**src/rtl/core/pva_pkg.sv**
```systemverilog
// Package for the polar vector adder: fixed-point constants, the CORDIC
// arctangent table, quadrant codes and the flag struct shared by the cells.
// No dependencies.
package pva_pkg;

  localparam int          GUARD_BITS         = 8;
  localparam logic [31:0] INV_GAIN           = 32'd2608131496;
  localparam logic [31:0] QUARTER_TURN       = 32'h4000_0000;
  localparam logic [31:0] HALF_TURN          = 32'h8000_0000;
  localparam logic [31:0] THREE_QUARTER_TURN = 32'hC000_0000;

  localparam logic [1:0] QUAD_FIRST  = 2'd0;
  localparam logic [1:0] QUAD_SECOND = 2'd1;
  localparam logic [1:0] QUAD_THIRD  = 2'd2;
  localparam logic [1:0] QUAD_FOURTH = 2'd3;

  // Axis cases of the Cartesian sum, carried alongside the vectoring chain.
  typedef struct packed {
    logic x_zero;
    logic y_pos;
    logic y_neg;
  } pva_flags_t;

  // atan(2^-i) as a fraction of a full turn, 2^32 = full turn, truncated.
  function automatic logic [31:0] atan_turn(input int unsigned idx);
    logic [31:0] v;
    case (idx)
      0:  v = 32'h2000_0000;
      1:  v = 32'h12E4_051D;
      2:  v = 32'h09FB_385B;
      3:  v = 32'h0511_11D4;
      4:  v = 32'h028B_0D43;
      5:  v = 32'h0145_D7E1;
      6:  v = 32'h00A2_F61E;
      7:  v = 32'h0051_7C55;
      8:  v = 32'h0028_BE53;
      9:  v = 32'h0014_5F2E;
      10: v = 32'h000A_2F98;
      11: v = 32'h0005_17CC;
      12: v = 32'h0002_8BE6;
      13: v = 32'h0001_45F3;
      14: v = 32'h0000_A2F9;
      15: v = 32'h0000_517C;
      16: v = 32'h0000_28BE;
      17: v = 32'h0000_145F;
      18: v = 32'h0000_0A2F;
      19: v = 32'h0000_0517;
      20: v = 32'h0000_028B;
      21: v = 32'h0000_0145;
      22: v = 32'h0000_00A2;
      23: v = 32'h0000_0051;
      24: v = 32'h0000_0028;
      25: v = 32'h0000_0014;
      26: v = 32'h0000_000A;
      27: v = 32'h0000_0005;
      28: v = 32'h0000_0002;
      29: v = 32'h0000_0001;
      default: v = 32'h0000_0000;
    endcase
    return v;
  endfunction

endpackage

```
**src/rtl/core/pva_gain.sv**
```systemverilog
// Two-stage multiply of a magnitude by the inverse CORDIC gain (Q0.32),
// rounding half up, with a side word carried along. Depends on pva_pkg.
module pva_gain #(
  parameter int MW = 33,
  parameter int SW = 16
) (
  input  logic          clk_i,
  input  logic          rst_ni,
  input  logic          valid_i,
  output logic          ready_o,
  input  logic [MW-1:0] mag_i,
  input  logic [SW-1:0] side_i,
  output logic          valid_o,
  input  logic          ready_i,
  output logic [MW-1:0] mag_o,
  output logic [SW-1:0] side_o
);
  import pva_pkg::*;

  localparam logic [64:0] RoundHalf = 65'd1 << 31;

  logic          a_valid_q, b_valid_q, b_ready;
  logic [63:0]   plo_d, plo_q;
  logic [MW-1:0] phi_d, phi_q;
  logic [SW-1:0] side_a_q, side_b_q;
  logic [64:0]   rnd;
  logic [MW:0]   sum;
  logic [MW-1:0] mag_q;

  assign b_ready = !b_valid_q || ready_i;
  assign ready_o = !a_valid_q || b_ready;

  // Split the magnitude at bit 32 to keep each product within 32 by 32.
  assign plo_d = 64'(mag_i[31:0]) * 64'(INV_GAIN);
  assign phi_d = MW'(mag_i[MW-1:32]) * MW'(INV_GAIN);

  assign rnd = {1'b0, plo_q} + RoundHalf;
  assign sum = {1'b0, phi_q} + (MW+1)'(rnd[64:32]);

  always_ff @(posedge clk_i or negedge rst_ni) begin
    if (!rst_ni) begin
      a_valid_q <= 1'b0;
      b_valid_q <= 1'b0;
    end else begin
      if (ready_o) begin
        a_valid_q <= valid_i;
      end
      if (b_ready) begin
        b_valid_q <= a_valid_q;
      end
    end
  end

  always_ff @(posedge clk_i) begin
    if (ready_o) begin
      plo_q    <= plo_d;
      phi_q    <= phi_d;
      side_a_q <= side_i;
    end
    if (b_ready) begin
      mag_q    <= sum[MW-1:0];
      side_b_q <= side_a_q;
    end
  end

  assign valid_o = b_valid_q;
  assign mag_o   = mag_q;
  assign side_o  = side_b_q;

endmodule

```
**config.mk**
```make
export PLATFORM = sky130hd
export DESIGN_NAME = pva_gain
export DESIGN_NICKNAME = d
export VERILOG_FILES = /design/src/rtl/core/pva_pkg.sv /design/src/rtl/core/pva_gain.sv
export SDC_FILE = /design/constraint.sdc
export NUM_CORES = 1
export LEC_CHECK = 0
export ABC_AREA = 0
export BUFFER_PORTS_ARGS = -buffer_cell sky130_fd_sc_hd__buf_2
export CAP_MARGIN = 20
export CORE_UTILIZATION = 25
export DETAILED_ROUTE_END_ITERATION = 10
export GPL_TIMING_DRIVEN = 0
export PLACE_DENSITY_LB_ADDON = 0.15
export SYNTH_ARGS = -nofsm -noshare
export SYNTH_HDL_FRONTEND = slang
export SYNTH_SLANG_ARGS = --single-unit
export TNS_END_PERCENT = 30
```
**constraint.sdc**
```tcl
create_clock -name clk_i -period 9.08 [get_ports clk_i]
set_input_delay 0.908 -clock clk_i [delete_from_list [all_inputs] [get_ports clk_i]]
set_output_delay 0.908 -clock clk_i [all_outputs]
set_load 0.005 [all_outputs]
```
Word level (Yosys, flattened, before mapping)
Cells that the tools add are included.
Word-level totals
  memories: 0
  latch bits: 0
  bits in read-only memories: 0
  memory bits (writable): 0
  input bits: 53
  flip-flop bits (word level): 158
Cells by class
  divide/modulo/power cells: 0
  bitwise operators: 0
  reduce and logical (&&, ||, !) cells: 4
  shift-type cells: 0
  mux-type cells: 0
  equal/unequal tests: 0
  $add $sub $neg: 2
  $mul: 2
  magnitude comparators: 0
Operators by type and width (count)
  64-bit by 32-bit adder with 65-bit output (second input constant): 1
  32-bit by 29-bit multiplier with 61-bit output (second input constant): 1
  33-bit adder: 1
  1-bit by 29-bit multiplier with 30-bit output (second input constant): 1
  1-bit logical NOT: 2
  1-bit logical OR: 2

Depth between registers and ports, before layout
  depth after elaboration: 3
  gate-level depth with buffers: 26
  depth with buffers taken out: 25

Worst setup path before layout
OpenSTA, ideal clock, no wires.
  path type: input port to flip-flop
  start: in mag_i[8]
  end: reg plo_q[63] (data pin)
  arrival: 7.307 ns
  stages on the path: 25
  required time: 8.821 ns
  setup slack: 1.514 ns
  setup time: 0.259 ns
  path through: inv_1 > fa_1 > fa_1 > inv_1 > fa_1 > inv_1 > fa_1 > inv_1 > fa_1 > fa_1 > fa_1 > inv_1 > fa_1 > inv_1 > ha_1 > a21oi_1 > o211ai_1 > nor2_1 > o211ai_1 > o31a_1 > a311oi_1 > o31ai_1 > a21oi_1 > o21ai_1 > xnor2_1
Between the ends
  word-level cells in the longest chain between the ends: 1
RTL lines
  from (decl): RTL line pva_gain.sv:11  | input logic [MW-1:0] mag_i,
  32-bit by 29-bit multiplier with 61-bit output: RTL line pva_gain.sv:34  | assign plo_d = 64'(mag_i[31:0]) * 64'(INV_GAIN);
  via plo_d[63]: RTL line pva_gain.sv:23  | logic [63:0] plo_d, plo_q;
  to (signal assigned): RTL line pva_gain.sv:56  | plo_q <= plo_d;
  to (decl): RTL line pva_gain.sv:23
The timed path passes the listed nets, and every way through them passes these cells.
A chain may end at the register's enable or synchronous reset.

Worst setup path after layout
  start: in mag_i[6]
  end: reg plo_q[63] (data pin)
Same word-level chain as after synthesis.

==> flow_summary.html <==
<table>
<tr><th>Metric</th><th>Value</th></tr>
<tr><th colspan="2">Logic synthesis</th></tr>
<tr><td>Cell type with the largest total area after synthesis</td><td>fa_1</td></tr>
<tr><td>Synthesized area</td><td>23000 um^2</td></tr>
<tr><td>Synth Net Count</td><td>3078</td></tr>
<tr><td>Mean post-synth cell area</td><td>10.5 um^2</td></tr>
<tr><td>Sequential element share of the synthesized area</td><td>13.2%</td></tr>
<tr><td>Commonest register cell after synthesis</td><td>edfxtp_1</td></tr>
<tr><td>Count of yosys warnings during synthesis</td><td>0</td></tr>
<tr><td>Distinct cell type count of the synthesized netlist</td><td>63</td></tr>
<tr><td>Fraction of synthesized cell area taken by the top area cell type</td><td>39.8%</td></tr>
<tr><td>Synthesized flop and latch total</td><td>101</td></tr>
<tr><td>Asr flop ratio synth</td><td>1.98%</td></tr>
<tr><td>Post-synthesis cell count</td><td>2194</td></tr>
<tr><td>Number of enable-type register cells in the synthesized netlist</td><td>99</td></tr>
<tr><td>Most area-consuming cells after synthesis</td><td>fa_1 (40%), ha_1 (20%), edfxtp_1 (13%), inv_1 (12%), xnor2_1 (2.1%)</td></tr>
<tr><th colspan="2">CTS</th></tr>
<tr><td>TritonCTS sink count</td><td>101</td></tr>
<tr><td>Setup repair bufs after CTS</td><td>0</td></tr>
<tr><td>Clock-pin slew of the registers on the worst-case setup and hold paths</td><td>0.07 ns</td></tr>
<tr><td>Clock tree from TritonCTS</td><td>done</td></tr>
<tr><td>Number of resized instances in the post-cts repair step</td><td>0</td></tr>
<tr><td>Number of hold buffers added after cts</td><td>0</td></tr>
<tr><td>Cell at the root of the clock tree</td><td>clkbuf_16</td></tr>
<tr><td>TritonCTS Buffers</td><td>9</td></tr>
<tr><td>Later-pin clock latency in the skew report</td><td>0.36 ns</td></tr>
<tr><td>H-tree depth</td><td>3</td></tr>
<tr><td>CTS Buffer Depth</td><td>2</td></tr>
<tr><th colspan="2">Routing</th></tr>
<tr><td>Pre-antenna DRT Iters</td><td>4</td></tr>
<tr><td>Number of vias in the routed layout</td><td>14.6k</td></tr>
<tr><td>Number of violations reported at the end of detailed-routing iteration 0</td><td>546</td></tr>
<tr><td>Post-detailed-route via-to-cell ratio</td><td>4.19</td></tr>
<tr><td>WL per Instance</td><td>18.0 um</td></tr>
<tr><td>Number of routed nets with antenna violations</td><td>0</td></tr>
<tr><td>Routed wire length</td><td>62.9 mm</td></tr>
<tr><td>DRC Markers</td><td>0</td></tr>
<tr><th colspan="2">STA</th></tr>
<tr><td>Worst slew margin relative to its limit</td><td>48.7%</td></tr>
<tr><td>Accumulated negative setup slack</td><td>0 ns</td></tr>
<tr><td>Min Hold Slack</td><td>0.321 ns</td></tr>
<tr><td>Post-route clock period utilization</td><td>95.5%</td></tr>
<tr><td>Number of hold-slack violations in the final timing report</td><td>0</td></tr>
<tr><td>Final Max Slew Viols</td><td>0</td></tr>
<tr><td>Worst-case setup margin in the final layout</td><td>0.409 ns</td></tr>
<tr><td>Clk_skew</td><td>0.00845 ns</td></tr>
<tr><td>Fmax</td><td>115 MHz</td></tr>
<tr><td>Slew at the pin closest to its max-slew limit</td><td>0.770 ns</td></tr>
<tr><td>Final min period</td><td>8.67 ns</td></tr>
<tr><td>Count of endpoints failing setup in the final report</td><td>0</td></tr>
<tr><td>Setup repair after global routing missed its margin</td><td>no</td></tr>
<tr><th colspan="2">Placement</th></tr>
<tr><td>Setup Slack @ Placement</td><td>0.00670 ns</td></tr>
<tr><td>Placer congestion estimate</td><td>0.882</td></tr>
<tr><td>Placed Cells</td><td>3477</td></tr>
<tr><td>Port buffer count</td><td>103</td></tr>
<tr><td>HPWL Detailed</td><td>56.3 mm</td></tr>
<tr><th colspan="2">Global routing</th></tr>
<tr><td>Met1 demand-to-capacity share in global routing</td><td>19.0%</td></tr>
<tr><td>Vias in the first global route</td><td>16.5k</td></tr>
<tr><td>Global route total overflow</td><td>0</td></tr>
<tr><td>Initial antenna violation count</td><td>3</td></tr>
<tr><td>Largest net degree at the start of global routing</td><td>29</td></tr>
<tr><td>Met2 track demand over resource in global routing</td><td>23.5%</td></tr>
<tr><td>Most used routing layer in global routing</td><td>met2</td></tr>
<tr><td>Routing usage on met3</td><td>1.75%</td></tr>
<tr><td>Global Route Usage Sum</td><td>13.8%</td></tr>
<tr><td>Wire length of the first global-routing pass</td><td>98.0 mm</td></tr>
<tr><th colspan="2">Critical path</th></tr>
<tr><td>CP Data Arrival Time</td><td>8.78 ns</td></tr>
<tr><td>Critical path startpoint category</td><td>input pin</td></tr>
<tr><td>CP required</td><td>9.19 ns</td></tr>
<tr><td>Path type of the worst setup path</td><td>in2reg</td></tr>
<tr><td>Max Fanout on Critical Path</td><td>8</td></tr>
<tr><td>Capturing element type of the critical path</td><td>flip-flop</td></tr>
<tr><th colspan="2">Die</th></tr>
<tr><td>Effective utilization at floorplan</td><td>25.4%</td></tr>
<tr><td>DIE AREA</td><td>93200 um^2</td></tr>
<tr><td>Die Y</td><td>305 um</td></tr>
<tr><td>Number of core rows</td><td>110</td></tr>
<tr><td>I/O Pins</td><td>104</td></tr>
<tr><td>Core Area</td><td>90600 um^2</td></tr>
<tr><td>Horizontal die dimension</td><td>305 um</td></tr>
<tr><th colspan="2">Layout</th></tr>
<tr><td>Area growth from synthesis to final layout</td><td>10.3%</td></tr>
<tr><td>Non-filler instance count after layout</td><td>3493</td></tr>
<tr><td>Commonest non-fill, non-tap cell in the layout</td><td>inv_1</td></tr>
<tr><td>Final net count</td><td>3196</td></tr>
<tr><td>Most frequent cells in the layout</td><td>inv_1 (725), fa_1 (457), ha_1 (374), buf_2 (104), edfxtp_1 (99)</td></tr>
<tr><td>Ratio of cells with drive above 1 in the final layout</td><td>6.00%</td></tr>
<tr><td>Antenna diodes</td><td>0</td></tr>
<tr><td>Final-layout fill cell count</td><td>9557</td></tr>
<tr><th colspan="2">Job</th></tr>
<tr><td>Number of maximum-capacitance constraint violations</td><td>0</td></tr>
<tr><th colspan="2">Hold path</th></tr>
<tr><td>Worst min-delay path class</td><td>in2async</td></tr>
<tr><th colspan="2">Run status</th></tr>
<tr><td>Result of the run</td><td>finished, final reports clean</td></tr>
</table>
==> synth_stat cells (6+ instances only) <==
master,count
a21oi_1,75
nor2_1,36
o21ai_0,28
o2111ai_1,6
xor2_1,36
clkbuf_1,10
o21a_1,11
and2_1,8
and4_1,8
o21ai_1,7
nor2b_1,11
nand2_1,55
xnor2_1,55
edfxtp_1,99
fa_1,457
nand3_1,26
nand4_1,15
o21bai_1,12
a21o_1,25
ha_1,374
o211ai_1,9
a31oi_1,10
inv_1,725
nand2b_1,9
and3_1,12
==> critical path, stage by stage <==
cell and delay, ns:
buf_2 0.37, inv_1 0.21, fa_1 0.53, fa_1 0.50, inv_1 0.05, fa_1 0.49, inv_1 0.06, fa_1 0.54
inv_1 0.05, fa_1 0.49, fa_1 0.42, fa_1 0.50, inv_1 0.07, fa_1 0.56, inv_1 0.08, ha_1 0.35
a21oi_1 0.28, o211ai_1 0.18, nor2_1 0.14, o211ai_1 0.16, o31a_1 0.42, a311oi_1 0.46, o31ai_1 0.23, a21oi_1 0.40
o21ai_1 0.15, xnor2_1 0.14
==> final cells by class <==
| type | instances | area [um^2] | share of cell area, % |
|---|---|---|---|
| Timing Repair Buffer | 107 | 606 | 2.39 |
| Inverter | 725 | 2720 | 10.7 |
| Sequential cell | 101 | 3020 | 11.9 |
| Tap cell | 1176 | 1470 | 5.80 |
| Clock inverter | 5 | 42.5 | 0.168 |
| Buffer | 14 | 68.8 | 0.271 |
| Clock buffer | 11 | 253 | 0.997 |
| Multi-Input combinational cell | 1354 | 17200 | 67.7 |
==> stage by stage <==
step                util (%)  area [um^2]
global placement        27.6        25000
floorplan                  -        23000
finish                  28.0        25400
detailed placement      27.7        25100
CTS                     28.0        25400
global route            28.0        25400
==> routing by layer <==
metal / vias up / wire length [um] / share of wire, %
li1: 7041 / - / -
met3: 32 / 2210 / 3.5
met1: 7355 / 29600 / 47
met4: 6 / 871 / 1.4
met2: 215 / 30100 / 48
met5: - / 35 / 0.056
==> flip-flops by register name, summed over array words and instances (netlist names) <==
| signal | flops |
|---|---|
| side_o | 16 |
| mag_o | 33 |
| a_valid_q | 1 |
| plo_q | 33 |
| phi_q | 1 |
| valid_o | 1 |
| side_a_q | 16 |
==> worst paths after layout <==
path	from	endpoint	slack, ns	cells after the start
setup / recovery	mag_i[6]	plo_q[63]	0.41	26
hold / removal	rst_ni	valid_o	0.32	1
setup reg to reg	plo_q[33]	mag_o[31]	5.28	14
hold reg to reg	side_a_q[0]	side_o[0]	0.42	0
max in group asynchronous	rst_ni	a_valid_q	8.66	1
min in group clk_i	side_a_q[0]	side_o[0]	0.42	0
==> cells by family after synthesis <==
group | Yosys count | synth area share, %
flip-flops | 101 | 13.2
multiplexers | 1 | 0.0490
buffers and inverters | 739 | 12.1
AO/OA/AOI/OAI | 227 | 6.43
adder cells (fa/ha/maj) | 831 | 60.2
XOR/XNOR | 91 | 3.47
AND/OR/NAND/NOR | 204 | 4.60
Power is left out: the tool's default activity adds up to more than one toggle a clock period on the data nets, which glitch-free logic cannot reach.
