File: src/rtl/core/pva_pkg.sv
// Package for the polar vector adder: fixed-point constants, the CORDIC
// arctangent table, quadrant codes and the flag struct shared by the cells.
// No dependencies.
package pva_pkg;

  localparam int          GUARD_BITS         = 8;
  localparam logic [31:0] INV_GAIN           = 32'd2608131496;
  localparam logic [31:0] QUARTER_TURN       = 32'h4000_0000;
  localparam logic [31:0] HALF_TURN          = 32'h8000_0000;
  localparam logic [31:0] THREE_QUARTER_TURN = 32'hC000_0000;

  localparam logic [1:0] QUAD_FIRST  = 2'd0;
  localparam logic [1:0] QUAD_SECOND = 2'd1;
  localparam logic [1:0] QUAD_THIRD  = 2'd2;
  localparam logic [1:0] QUAD_FOURTH = 2'd3;

  // Axis cases of the Cartesian sum, carried alongside the vectoring chain.
  typedef struct packed {
    logic x_zero;
    logic y_pos;
    logic y_neg;
  } pva_flags_t;

  // atan(2^-i) as a fraction of a full turn, 2^32 = full turn, truncated.
  function automatic logic [31:0] atan_turn(input int unsigned idx);
    logic [31:0] v;
    case (idx)
      0:  v = 32'h2000_0000;
      1:  v = 32'h12E4_051D;
      2:  v = 32'h09FB_385B;
      3:  v = 32'h0511_11D4;
      4:  v = 32'h028B_0D43;
      5:  v = 32'h0145_D7E1;
      6:  v = 32'h00A2_F61E;
      7:  v = 32'h0051_7C55;
      8:  v = 32'h0028_BE53;
      9:  v = 32'h0014_5F2E;
      10: v = 32'h000A_2F98;
      11: v = 32'h0005_17CC;
      12: v = 32'h0002_8BE6;
      13: v = 32'h0001_45F3;
      14: v = 32'h0000_A2F9;
      15: v = 32'h0000_517C;
      16: v = 32'h0000_28BE;
      17: v = 32'h0000_145F;
      18: v = 32'h0000_0A2F;
      19: v = 32'h0000_0517;
      20: v = 32'h0000_028B;
      21: v = 32'h0000_0145;
      22: v = 32'h0000_00A2;
      23: v = 32'h0000_0051;
      24: v = 32'h0000_0028;
      25: v = 32'h0000_0014;
      26: v = 32'h0000_000A;
      27: v = 32'h0000_0005;
      28: v = 32'h0000_0002;
      29: v = 32'h0000_0001;
      default: v = 32'h0000_0000;
    endcase
    return v;
  endfunction

endpackage

File: src/rtl/core/pva_vec_cell.sv
// One vectoring-mode CORDIC micro-rotation of the Cartesian sum.
// Depends on pva_pkg for the arctangent table and the flag struct.
module pva_vec_cell #(
  parameter int STAGE = 0,
  parameter int CW    = 28
) (
  input  logic                 clk_i,
  input  logic                 rst_ni,
  input  logic                 valid_i,
  output logic                 ready_o,
  input  logic signed [CW-1:0] x_i,
  input  logic signed [CW-1:0] y_i,
  input  logic [31:0]          z_i,
  input  pva_pkg::pva_flags_t  flags_i,
  output logic                 valid_o,
  input  logic                 ready_i,
  output logic signed [CW-1:0] x_o,
  output logic signed [CW-1:0] y_o,
  output logic [31:0]          z_o,
  output pva_pkg::pva_flags_t  flags_o
);
  import pva_pkg::*;

  localparam logic [31:0] Atan = atan_turn(STAGE);

  logic                 valid_q;
  logic                 y_pos;
  logic signed [CW-1:0] x_d, y_d, x_q, y_q;
  logic [31:0]          z_d, z_q;
  pva_flags_t           flags_q;

  assign ready_o = !valid_q || ready_i;
  assign y_pos   = !y_i[CW-1] && (y_i != '0);

  always_comb begin
    if (y_pos) begin
      x_d = x_i + (y_i >>> STAGE);
      y_d = y_i - (x_i >>> STAGE);
      z_d = z_i + Atan;
    end else begin
      x_d = x_i - (y_i >>> STAGE);
      y_d = y_i + (x_i >>> STAGE);
      z_d = z_i - Atan;
    end
  end

  always_ff @(posedge clk_i or negedge rst_ni) begin
    if (!rst_ni) begin
      valid_q <= 1'b0;
    end else if (ready_o) begin
      valid_q <= valid_i;
    end
  end

  always_ff @(posedge clk_i) begin
    if (ready_o) begin
      x_q     <= x_d;
      y_q     <= y_d;
      z_q     <= z_d;
      flags_q <= flags_i;
    end
  end

  assign valid_o = valid_q;
  assign x_o     = x_q;
  assign y_o     = y_q;
  assign z_o     = z_q;
  assign flags_o = flags_q;

endmodule

File: config.mk
export PLATFORM = sky130hd
export DESIGN_NAME = pva_vec_cell
export DESIGN_NICKNAME = d
export VERILOG_FILES = /design/src/rtl/core/pva_pkg.sv /design/src/rtl/core/pva_vec_cell.sv
export SDC_FILE = /design/constraint.sdc
export NUM_CORES = 1
export LEC_CHECK = 0
export BUFFER_PORTS_ARGS = -buffer_cell sky130_fd_sc_hd__buf_2
export CAP_MARGIN = 15
export CORE_MARGIN = 2
export CORE_UTILIZATION = 50
export DETAILED_ROUTE_END_ITERATION = 8
export PLACE_DENSITY = 0.81
export SYNTH_ARGS = -nofsm -noshare
export SYNTH_HDL_FRONTEND = slang
export SYNTH_SLANG_ARGS = --single-unit
File: constraint.sdc
create_clock -name clk_i -period 2.99 [get_ports clk_i]
set_clock_uncertainty 0.05 [all_clocks]
set_input_delay 0.299 -clock clk_i [delete_from_list [all_inputs] [get_ports clk_i]]
set_output_delay 0.299 -clock clk_i [all_outputs]
set_load 0.02 [all_outputs]
; Word level (Yosys, flattened, before mapping)
; Index checks and enable logic that the tools add are counted.
; Widths: inputs -> output; s select.
[word_totals]
register_bits = 92
word_cells = 20
out_inout_bits = 93
input_bits = 95
[classes]
n_addsub = 5
n_reduce_logical = 5
muxes = 3
[op_table]
columns = cell, n
row1 = $mux 28, 2
row2 = $sub 28x28->28, 2
row3 = $add 32x30->32 const B, 1
row4 = $mux 32, 1
row5 = $sub 32x30->32 const B, 1
row6 = $add 28x28->28, 1
row7 = $reduce_bool 28->1, 1
row8 = $logic_not 1->1, 2
row9 = $logic_and 1x1->1, 1
row10 = $logic_or 1x1->1, 1

; Logic depth before layout (Yosys ltp)
; Gate-level depths: netlist of run 1.
[logic_depth]
depth_word = 3
mapped_depth = 12
depth_no_buf = 12

; Least setup slack after synthesis of run 1
; OpenSTA, ideal clock, no wires.
[synth_timing]
kind = reg-to-reg
start = register valid_q, in the netlist valid_o
end = register flags_q, in the netlist flags_o[0] (enable)
arrival_time_ns = 2.687
path_slack_ns = -0.219
setup_time_ns = 0.472
stages_incl_launch_ff = 2
path_cell_list = dfrtp_1 nand2b_1
[synth_between]
elab_chain_len = 2
[synth_rtl]
columns = item, line
row1 = "start, declared", pva_vec_cell.sv:26  ; logic valid_q;
row2 = "start signal, assigned", pva_vec_cell.sv:51  ; valid_q <= valid_i;
row3 = $logic_not 1->1, pva_vec_cell.sv:32  ; assign ready_o = !valid_q || ready_i;
row4 = $logic_or 1x1->1, pva_vec_cell.sv:32
row5 = via ready_o, pva_vec_cell.sv:10  ; output logic ready_o,
row6 = "end signal, assigned", pva_vec_cell.sv:60  ; flags_q <= flags_i;
row7 = "end, declared", pva_vec_cell.sv:30  ; pva_flags_t flags_q;
; The timed path passes the listed nets, and every way through them passes these cells.
; A chain may end at the register's enable or synchronous reset.

; Final worst setup path of run 1
[layout_timing]
start = input x_i[0]
end = register x_q[20], in the netlist x_o[20], data pin
[layout_between]
elab_chain_len = 2
[layout_rtl]
columns = item, line
row1 = "start, declared", pva_vec_cell.sv:11  ; input logic signed [CW-1:0] x_i,
row2 = $sub 28x28->28 or $add 28x28->28 (tied branches), "pva_vec_cell.sv:41, pva_vec_cell.sv:37"
row3 = $mux 28 *, pva_vec_cell.sv:36  ; if (y_pos) begin
row4 = via x_d[20], pva_vec_cell.sv:28  ; logic signed [CW-1:0] x_d, y_d, x_q, y_q;
row5 = "end signal, assigned", pva_vec_cell.sv:57  ; x_q <= x_d;
row6 = "end, declared", pva_vec_cell.sv:28
; The timed path passes the listed nets; every way through them passes the cells marked *.

==> run summary, run 1 <==
Die width = 127 µm
Library cells used by synthesis = 67
Area delta synth->final = 24.3%
Met2 track demand over resource = 37.2%
Period minus WS final = 2.73 ns
Register area share after synthesis = 36.2%
Worst-skew pair later-pin latency = 0.33 ns
Vias per inst = 5.68
Tightest hold margin = 0.0902 ns
Peak ir drop on the vdd network = 330 µV
GRT met1 Usage = 40.5%
Clock transition time at the flip-flop clock pins of the worst setup and hold paths = 0.06 ns
Antenna violations before repair = 0
Detailed-route via count = 6912
Effective utilization at floorplan = 51.5%
Sum of overflow across all layers after global routing = 0
Most used standard cell by instance count after synthesis = edfxtp_1
Count of flip-flops with a built-in enable after synthesis = 90
Pin count of the biggest net entering global routing = 49
Combinational family with the most area after synthesis = compound AO/OA/AOI/OAI gates
Finish-stage setup viols = 0
Post-place setup slack = -0.0199 ns
Critical path class = input port to flop
Synth Warn # = 0
Total number of nets in the final design = 1216
Number of antenna cells inserted = 0
Top cells by area, synth = edfxtp_1, ha_1, a21oi_1, xnor2_1, inv_1
Fraction of synthesized cell area taken by the top area cell type = 35.9%
Part of the cycle the worst path needs = 91.3%
Adder-cell share of the synthesized area = 15.8%
Final max-slew violation count = 0
Number of global-route vias before repair = 6279
Parity-gate share of the synthesized area counting xor and xnor cells = 6.39%
TritonCTS Buffers = 9
Top Ports = 188
Total clock sinks = 91
Arr. time, crit path = 2.74 ns
Port-buffer cells = 187
Floorplan core area = 14600 µm²
Total area of multi-input combinational cells = 4320 µm²
Final Worst Setup Slack = 0.261 ns
Overall fraction of global-route tracks in use = 25.9%
Area of the mapped netlist = 7530 µm²
Initial drt markers = 791
Total Die Area = 16100 µm²
Vertical die dimension = 127 µm
Global Route met3 Usage = 4.22%
Leakage power = 0.00437 µW
Max Buffers Root-to-Sink = 2
Fraction of synthesized area in multiplexers = 1.46%
Post-synth top cells = edfxtp_1, ha_1, a21oi_1
Proportion of layout cells with a drive suffix above 1 = 28.2%
Post-synth net total = 991
Drt drc = 0
Actual slew at the worst max-slew pin = 0.579 ns
Unrepaired setup endpoints after global routing = false
Area occupied by registers = 2730 µm²
Synthesized flop and latch total = 91
1st-pass router iterations = 6
Kind of end point of the critical path = flop
Wire length of the first global-routing pass = 32.9 mm
Total detailed-routing wirelength = 21.0 mm
Number of rows in the core area = 44
Mean area per synthesized cell = 9.38 µm²
Critical path data required time = 3.00 ns
Max-Slew Margin vs Limit = 61.4%
Startpoint Class = input port
Maximum fanout along the worst path = 3
Peak-usage layer in the global routing report = met1
Count of endpoints failing hold in the final timing report = 0
Complex-gate fraction of the synthesized area = 20.8%
Fraction of registers with async set/reset = 1.10%
Post-CTS setup repair buffer count = 0
Fmax = 366 MHz
Fill cells = 1242
Setup TNS after final layout = 0 ns
Root buf cell = clkbuf_16
DRT antenna net count = 0
CTS tree = yes
Placer congestion estimate = 0.997
Post-synthesis share of cell area spent on and, or, nand and nor gates = 12.7%
Max-Cap Viols = 0
Post-cts gate resize count = 0
DR WL/cell = 17.3 µm
Run status = finished clean
Number of H-tree levels = 3
Flip-flop cell with the highest count after synthesis = edfxtp_1
Worst min path class = input port to flop
HPWL after DPL = 17.5 mm
Hold_buf cts = 1
Leading area contributor after synthesis = edfxtp_1
Cell count after synthesis = 803
PD cells = 494 nW/µm²
stage by stage:
| step | total power (µW) | util (%) | area (µm²) | cells |
|---|---|---|---|---|
| 2_1_floorplan | 2780 | - | 7540 | 803 |
| 3_3_place_gp | 3350 | 61.6 | 9020 | 1200 |
| 3_5_place_dp | 3390 | 61.6 | 9020 | 1200 |
| 4_1_cts | 4630 | 64.0 | 9370 | 1217 |
| 5_1_grt | 4840 | 64.0 | 9370 | 1217 |
| 6_report | 4630 | 64.0 | 9370 | 1217 |
routing by layer:
metal  up-vias  part of all wire [%]
li1       3290                     -
met1      3201                    48
met2       397                    41
met5         -                     0
met3        24                   9.4
met4         0                   1.6
cell families after synthesis:
logic type | after synthesis
compound gates | 246
simple gates | 190
buf+inv | 117
fa+ha+maj | 93
flops | 91
xor+xnor | 55
mux | 11
final timing paths:
check	start	end	slack, ns	cells past startpoint
min	z_i[21]	z_o[21]	0.09	1
max in group asynchronous	rst_ni	valid_o	2.57	2
min in group asynchronous	rst_ni	valid_o	0.23	2
min reg2reg	valid_o	valid_o	0.80	2
max	x_i[0]	x_o[20]	0.26	15
max reg2reg	valid_o	z_o[24]	1.50	2
cells in the final DEF (no fill, tap or decap), drive strengths merged, types with 3 or more instances in the layout:
cell	synthesis	final
a211o	3	3
a211oi	10	10
a21boi	6	6
a21o	23	23
a21oi	89	89
a31oi	9	9
and3	3	3
buf	25	249
bufinv	0	3
clkbuf	11	10
clkinv	0	3
edfxtp	90	90
fa	4	4
ha	89	89
inv	81	81
mux2i	11	11
nand2	32	32
nand2b	10	10
nand3	12	12
nand4	10	10
nor2	69	69
nor2b	10	10
nor3	17	17
nor4	11	11
o211ai	7	7
o21a	6	6
o21ai	51	51
o21bai	17	17
o2bb2ai	4	4
o31ai	4	4
or2	5	5
or3	7	7
xnor2	41	41
xor2	14	14
area by class of cell:
class                      count  share of cell area, %
tap                          184                   2.46
clock buffer                  10                   2.44
inverter                      81                   3.25
clock inverter                 6                   1.11
multi-input combinational    595                   46.2
timing repair buffer         250                   15.5
sequential                    91                   29.1
worst max-delay path, stage by stage:
cell      delay (ns)
buf_2           0.09
buf_4           0.10
inv_1           0.04
ha_1            0.22
fa_1            0.40
nor2b_1         0.14
o21ai_1         0.08
a21boi_0        0.24
o21ai_1         0.12
a21oi_1         0.17
buf_4           0.17
a31oi_1         0.17
o211ai_1        0.20
o21ai_0         0.13
xnor2_1         0.16
report_power, final:
group / internal, µW / switching, µW / leakage, µW
sequential: 1650 / 45.0 / 0.000916
clock: 810 / 427 / 0.000164
combinational: 646 / 1050 / 0.00329
flip-flops by register name (all words and copies together), names as in the netlist:
name	cells
x_o	27
valid_o	1
y_o	28
z_o	32
flags_o	3
(Power assumes the default switching activity.)
==> run 2: changes to the inputs <==
Settings changed: ABC_AREA set to 1, CORE_UTILIZATION 50 to 55, PLACE_DENSITY 0.81 to 0.82.
Clock period 2.99 ns to 3.4 ns, I/O delays scaled along.
==> run 2 against run 1 <==
Compared with the run above:
- total power shrank 11%
- non-clock buffer count down 58
- flip-flop and latch count unchanged
- cell area increased by 16%
- utilization down 0.43 points
- combinational power down 5%
- cell count grew 51%
- via count grew 42%
- critical path depth is 2 lower
- sequential share of layout area down 4.0 points
- hold slack gained 0.014 ns
- die area rose by 14%
- critical endpoint is now y_o[27]
==> run summary, run 2 <==
Actual slew at the worst max-slew pin = 0.722 ns (was 0.579 ns)
Post-synth net total = 1633 (was 991)
Detailed-route via count = 9815 (was 6912)
Leading area contributor after synthesis = edfxtp_1 (unchanged)
Total number of nets in the final design = 1799 (was 1216)
Worst min path class = input port to flop (unchanged)
Most repeated library cell on the critical path = nand2_1
Top library cells by usage in the layout, fill and taps aside = nand2_1, inv_1, buf_2, nand3_1, nor2_1 (was buf_2, edfxtp_1, ha_1, a21oi_1, inv_1)
CTS tree = yes (unchanged)
Sum of overflow across all layers after global routing = 0 (unchanged)
1st-pass router iterations = 6 (unchanged)
Total Die Area = 18300 µm² (was 16100 µm²)
Cell chain of the critical path = buf_2 -> inv_1 -> ha_1 -> nand2_1 -> nor2_1 -> and2_1 -> nand2_1 -> nand3_1 -> nand2_1 -> nand2_1 -> nand2_1 -> nand3_1 -> nand2_1 (was buf_2 -> buf_4 -> inv_1 -> ha_1 -> fa_1 -> nor2b_1 -> o21ai_1 -> a21boi_0 -> o21ai_1 -> a21oi_1 -> buf_4 -> a31oi_1 -> o211ai_1 -> o21ai_0 -> xnor2_1)
Peak ir drop on the vdd network = 245 µV (was 330 µV)
Internal power = 2490 µW (was 3100 µW)
Placer congestion estimate = 0.979 (was 0.997)
Switching power = 1620 µW (was 1520 µW)
Proportion of layout cells with a drive suffix above 1 = 14.7% (was 28.2%)
Max-Cap Viols = 0 (unchanged)
Worst stage delay on the critical path = 0.70 ns (was 0.40 ns)
Floorplan core area = 17100 µm² (was 14600 µm²)
Proportion of total power due to net switching = 39.5% (was 32.9%)
Root buf cell = clkbuf_16 (unchanged)
Final max-slew violation count = 0 (unchanged)
Fmax = 417 MHz
Total area of multi-input combinational cells = 5450 µm² (was 4320 µm²)
Fill cells = 1679 (was 1242)
Area of the mapped netlist = 9490 µm² (was 7530 µm²)
Kind of end point of the critical path = flop (unchanged)
Unrepaired setup endpoints after global routing = false (unchanged)
Top Ports = 188 (unchanged)
CP max stage cell = ha_1 (was fa_1)
Maximum fanout along the worst path = 11 (was 3)
Count of endpoints failing hold in the final timing report = 0 (unchanged)
Part of the cycle the worst path needs = 70.6%
Most used standard cell by instance count after synthesis = nand2_1 (was edfxtp_1)
Mean area per synthesized cell = 6.57 µm² (was 9.38 µm²)
DR WL/cell = 16.2 µm (was 17.3 µm)
Total detailed-routing wirelength = 29.9 mm (was 21.0 mm)
Antenna violations before repair = 0 (unchanged)
Power share of the combinational group = 39.3% (was 36.6%)
Post-CTS setup repair buffer count = 0 (unchanged)
Max-Slew Margin vs Limit = 51.7% (was 61.4%)
Post-cts gate resize count = 0 (unchanged)
Register area share after synthesis = 28.7% (was 36.2%)
Synth Warn # = 0 (unchanged)
Pin count of the biggest net entering global routing = 75 (was 49)
Sequential group share of total power = 35.1% (was 36.6%)
Hold_buf cts = 1 (unchanged)
Top cells by area, synth = edfxtp_1, nand2_1, ha_1, inv_1, nand3_1 (was edfxtp_1, ha_1, a21oi_1, xnor2_1, inv_1)
Total clock sinks = 91 (unchanged)
Overall fraction of global-route tracks in use = 32.6% (was 25.9%)
Finish-stage setup viols = 0 (unchanged)
Clock transition time at the flip-flop clock pins of the worst setup and hold paths = 0.07 ns (was 0.06 ns)
Arr. time, crit path = 2.46 ns (was 2.74 ns)
Critical path class = input port to flop (unchanged)
Number of H-tree levels = 3 (unchanged)
Cell count after synthesis = 1445 (was 803)
Fraction of synthesized cell area taken by the top area cell type = 28.5% (was 35.9%)
Port-buffer cells = 187 (unchanged)
Period minus WS final = 2.40 ns
Number of rows in the core area = 48 (was 44)
Count of flip-flops with a built-in enable after synthesis = 90 (unchanged)
Vertical die dimension = 135 µm (was 127 µm)
Library cells used by synthesis = 33 (was 67)
Area occupied by registers = 2730 µm² (unchanged)
Leading cell type in the layout, fill and taps excluded = nand2_1 (was buf_2)
Total power after layout = 4110 µW (was 4630 µW)
Die width = 135 µm (was 127 µm)
Initial drt markers = 814 (was 791)
Vias per inst = 5.33 (was 5.68)
Critical path data required time = 3.46 ns (was 3.00 ns)
Flip-flop cell with the highest count after synthesis = edfxtp_1 (unchanged)
TritonCTS Buffers = 9 (unchanged)
Synthesized flop and latch total = 91 (unchanged)
Post-synth top cells = nand2_1, inv_1, nand3_1 (was edfxtp_1, ha_1, a21oi_1)
Number of antenna cells inserted = 0 (unchanged)
Wire length of the first global-routing pass = 45.4 mm (was 32.9 mm)
Effective utilization at floorplan = 55.7% (was 51.5%)
Startpoint Class = input port (unchanged)
Area delta synth->final = 14.2% (was 24.3%)
Fraction of registers with async set/reset = 1.10% (unchanged)
Number of flip-flops under the largest register name = 32 (unchanged)
PD cells = 379 nW/µm² (was 494 nW/µm²)
DRT antenna net count = 0 (unchanged)
Portion of total power attributed to the clock network = 25.6% (was 26.8%)
Number of global-route vias before repair = 8878 (was 6279)
Drt drc = 0 (unchanged)
Leakage power = 0.00608 µW (was 0.00437 µW)
HPWL after DPL = 25.0 mm (was 17.5 mm)
Run status = finished clean (unchanged)
Setup TNS after final layout = 0 ns (unchanged)
Max Buffers Root-to-Sink = 2 (unchanged)
Worst-skew pair later-pin latency = 0.35 ns (was 0.33 ns)
Fraction of the core area covered by cells at the end of the flow = 63.5% (was 64.0%)
==> run 2: worst max-delay path, delay by kind of cell <==
kind,cells,cell delay [ns]
adders and majority gates,1,0.70
buffers and inverters,2,0.14
and+or+nand+nor,10,1.28
==> run 2: area by class of cell <==
cell class                 instances  share of cell area (%)
multi-input combinational       1034                    50.3
sequential                        91                    25.2
inverter                         283                    9.80
timing repair buffer             192                    9.24
tap                              225                    2.60
clock buffer                       9                    2.08
clock inverter                     7                   0.785
==> run 2: cells by family after synthesis <==
group	synth area share (%)
flip-flops	28.7
AO/OA/AOI/OAI	7.92
AND/OR/NAND/NOR	34.6
adder cells (fa/ha/maj)	12.6
buffers and inverters	14.0
XOR/XNOR	2.21
==> run 2: metrics by stage <==
step,setup slack [ns],hold WS (ns),cells,cell area (µm²)
2_1_floorplan,0.372,-0.00559,1445,9490
3_3_place_gp,0.756,0.0644,1824,10500
3_5_place_dp,0.705,0.0726,1824,10500
4_1_cts,1.06,0.100,1841,10800
5_1_grt,0.804,0.0957,1841,10800
6_report,1.00,0.104,1841,10800
==> run 2: metal layers <==
layer / wire (µm) / part of all wire, % / track usage, % / up-vias
li1: - / - / - / 4845
met1: 13000 / 43 / 43.5 / 4490
met2: 13000 / 44 / 52.3 / 413
met3: 2560 / 8.6 / 6.21 / 67
met4: 1310 / 4.4 / 13.4 / 0
met5: 0 / 0 / 0 / -
==> run 2: final timing paths <==
check	cells after the start	slack, ns	from	to
max	13	1.00	x_i[5]	y_o[27]
min	1	0.10	z_i[27]	z_o[27]
max reg2reg	2	1.91	valid_o	y_o[0]
min reg2reg	2	0.70	valid_o	valid_o
max in group asynchronous	2	2.98	rst_ni	valid_o
min in group asynchronous	2	0.24	rst_ni	valid_o
==> run 2: power by group through the flow <==
stage | registers [µW] | logic (µW) | clock network [µW]
2_1_floorplan | 1660 | 894 | 0
3_3_place_gp | 1460 | 1560 | 0
3_5_place_dp | 1470 | 1580 | 0
4_1_cts | 1450 | 1590 | 1070
5_1_grt | 1460 | 1770 | 1100
6_report | 1440 | 1610 | 1050
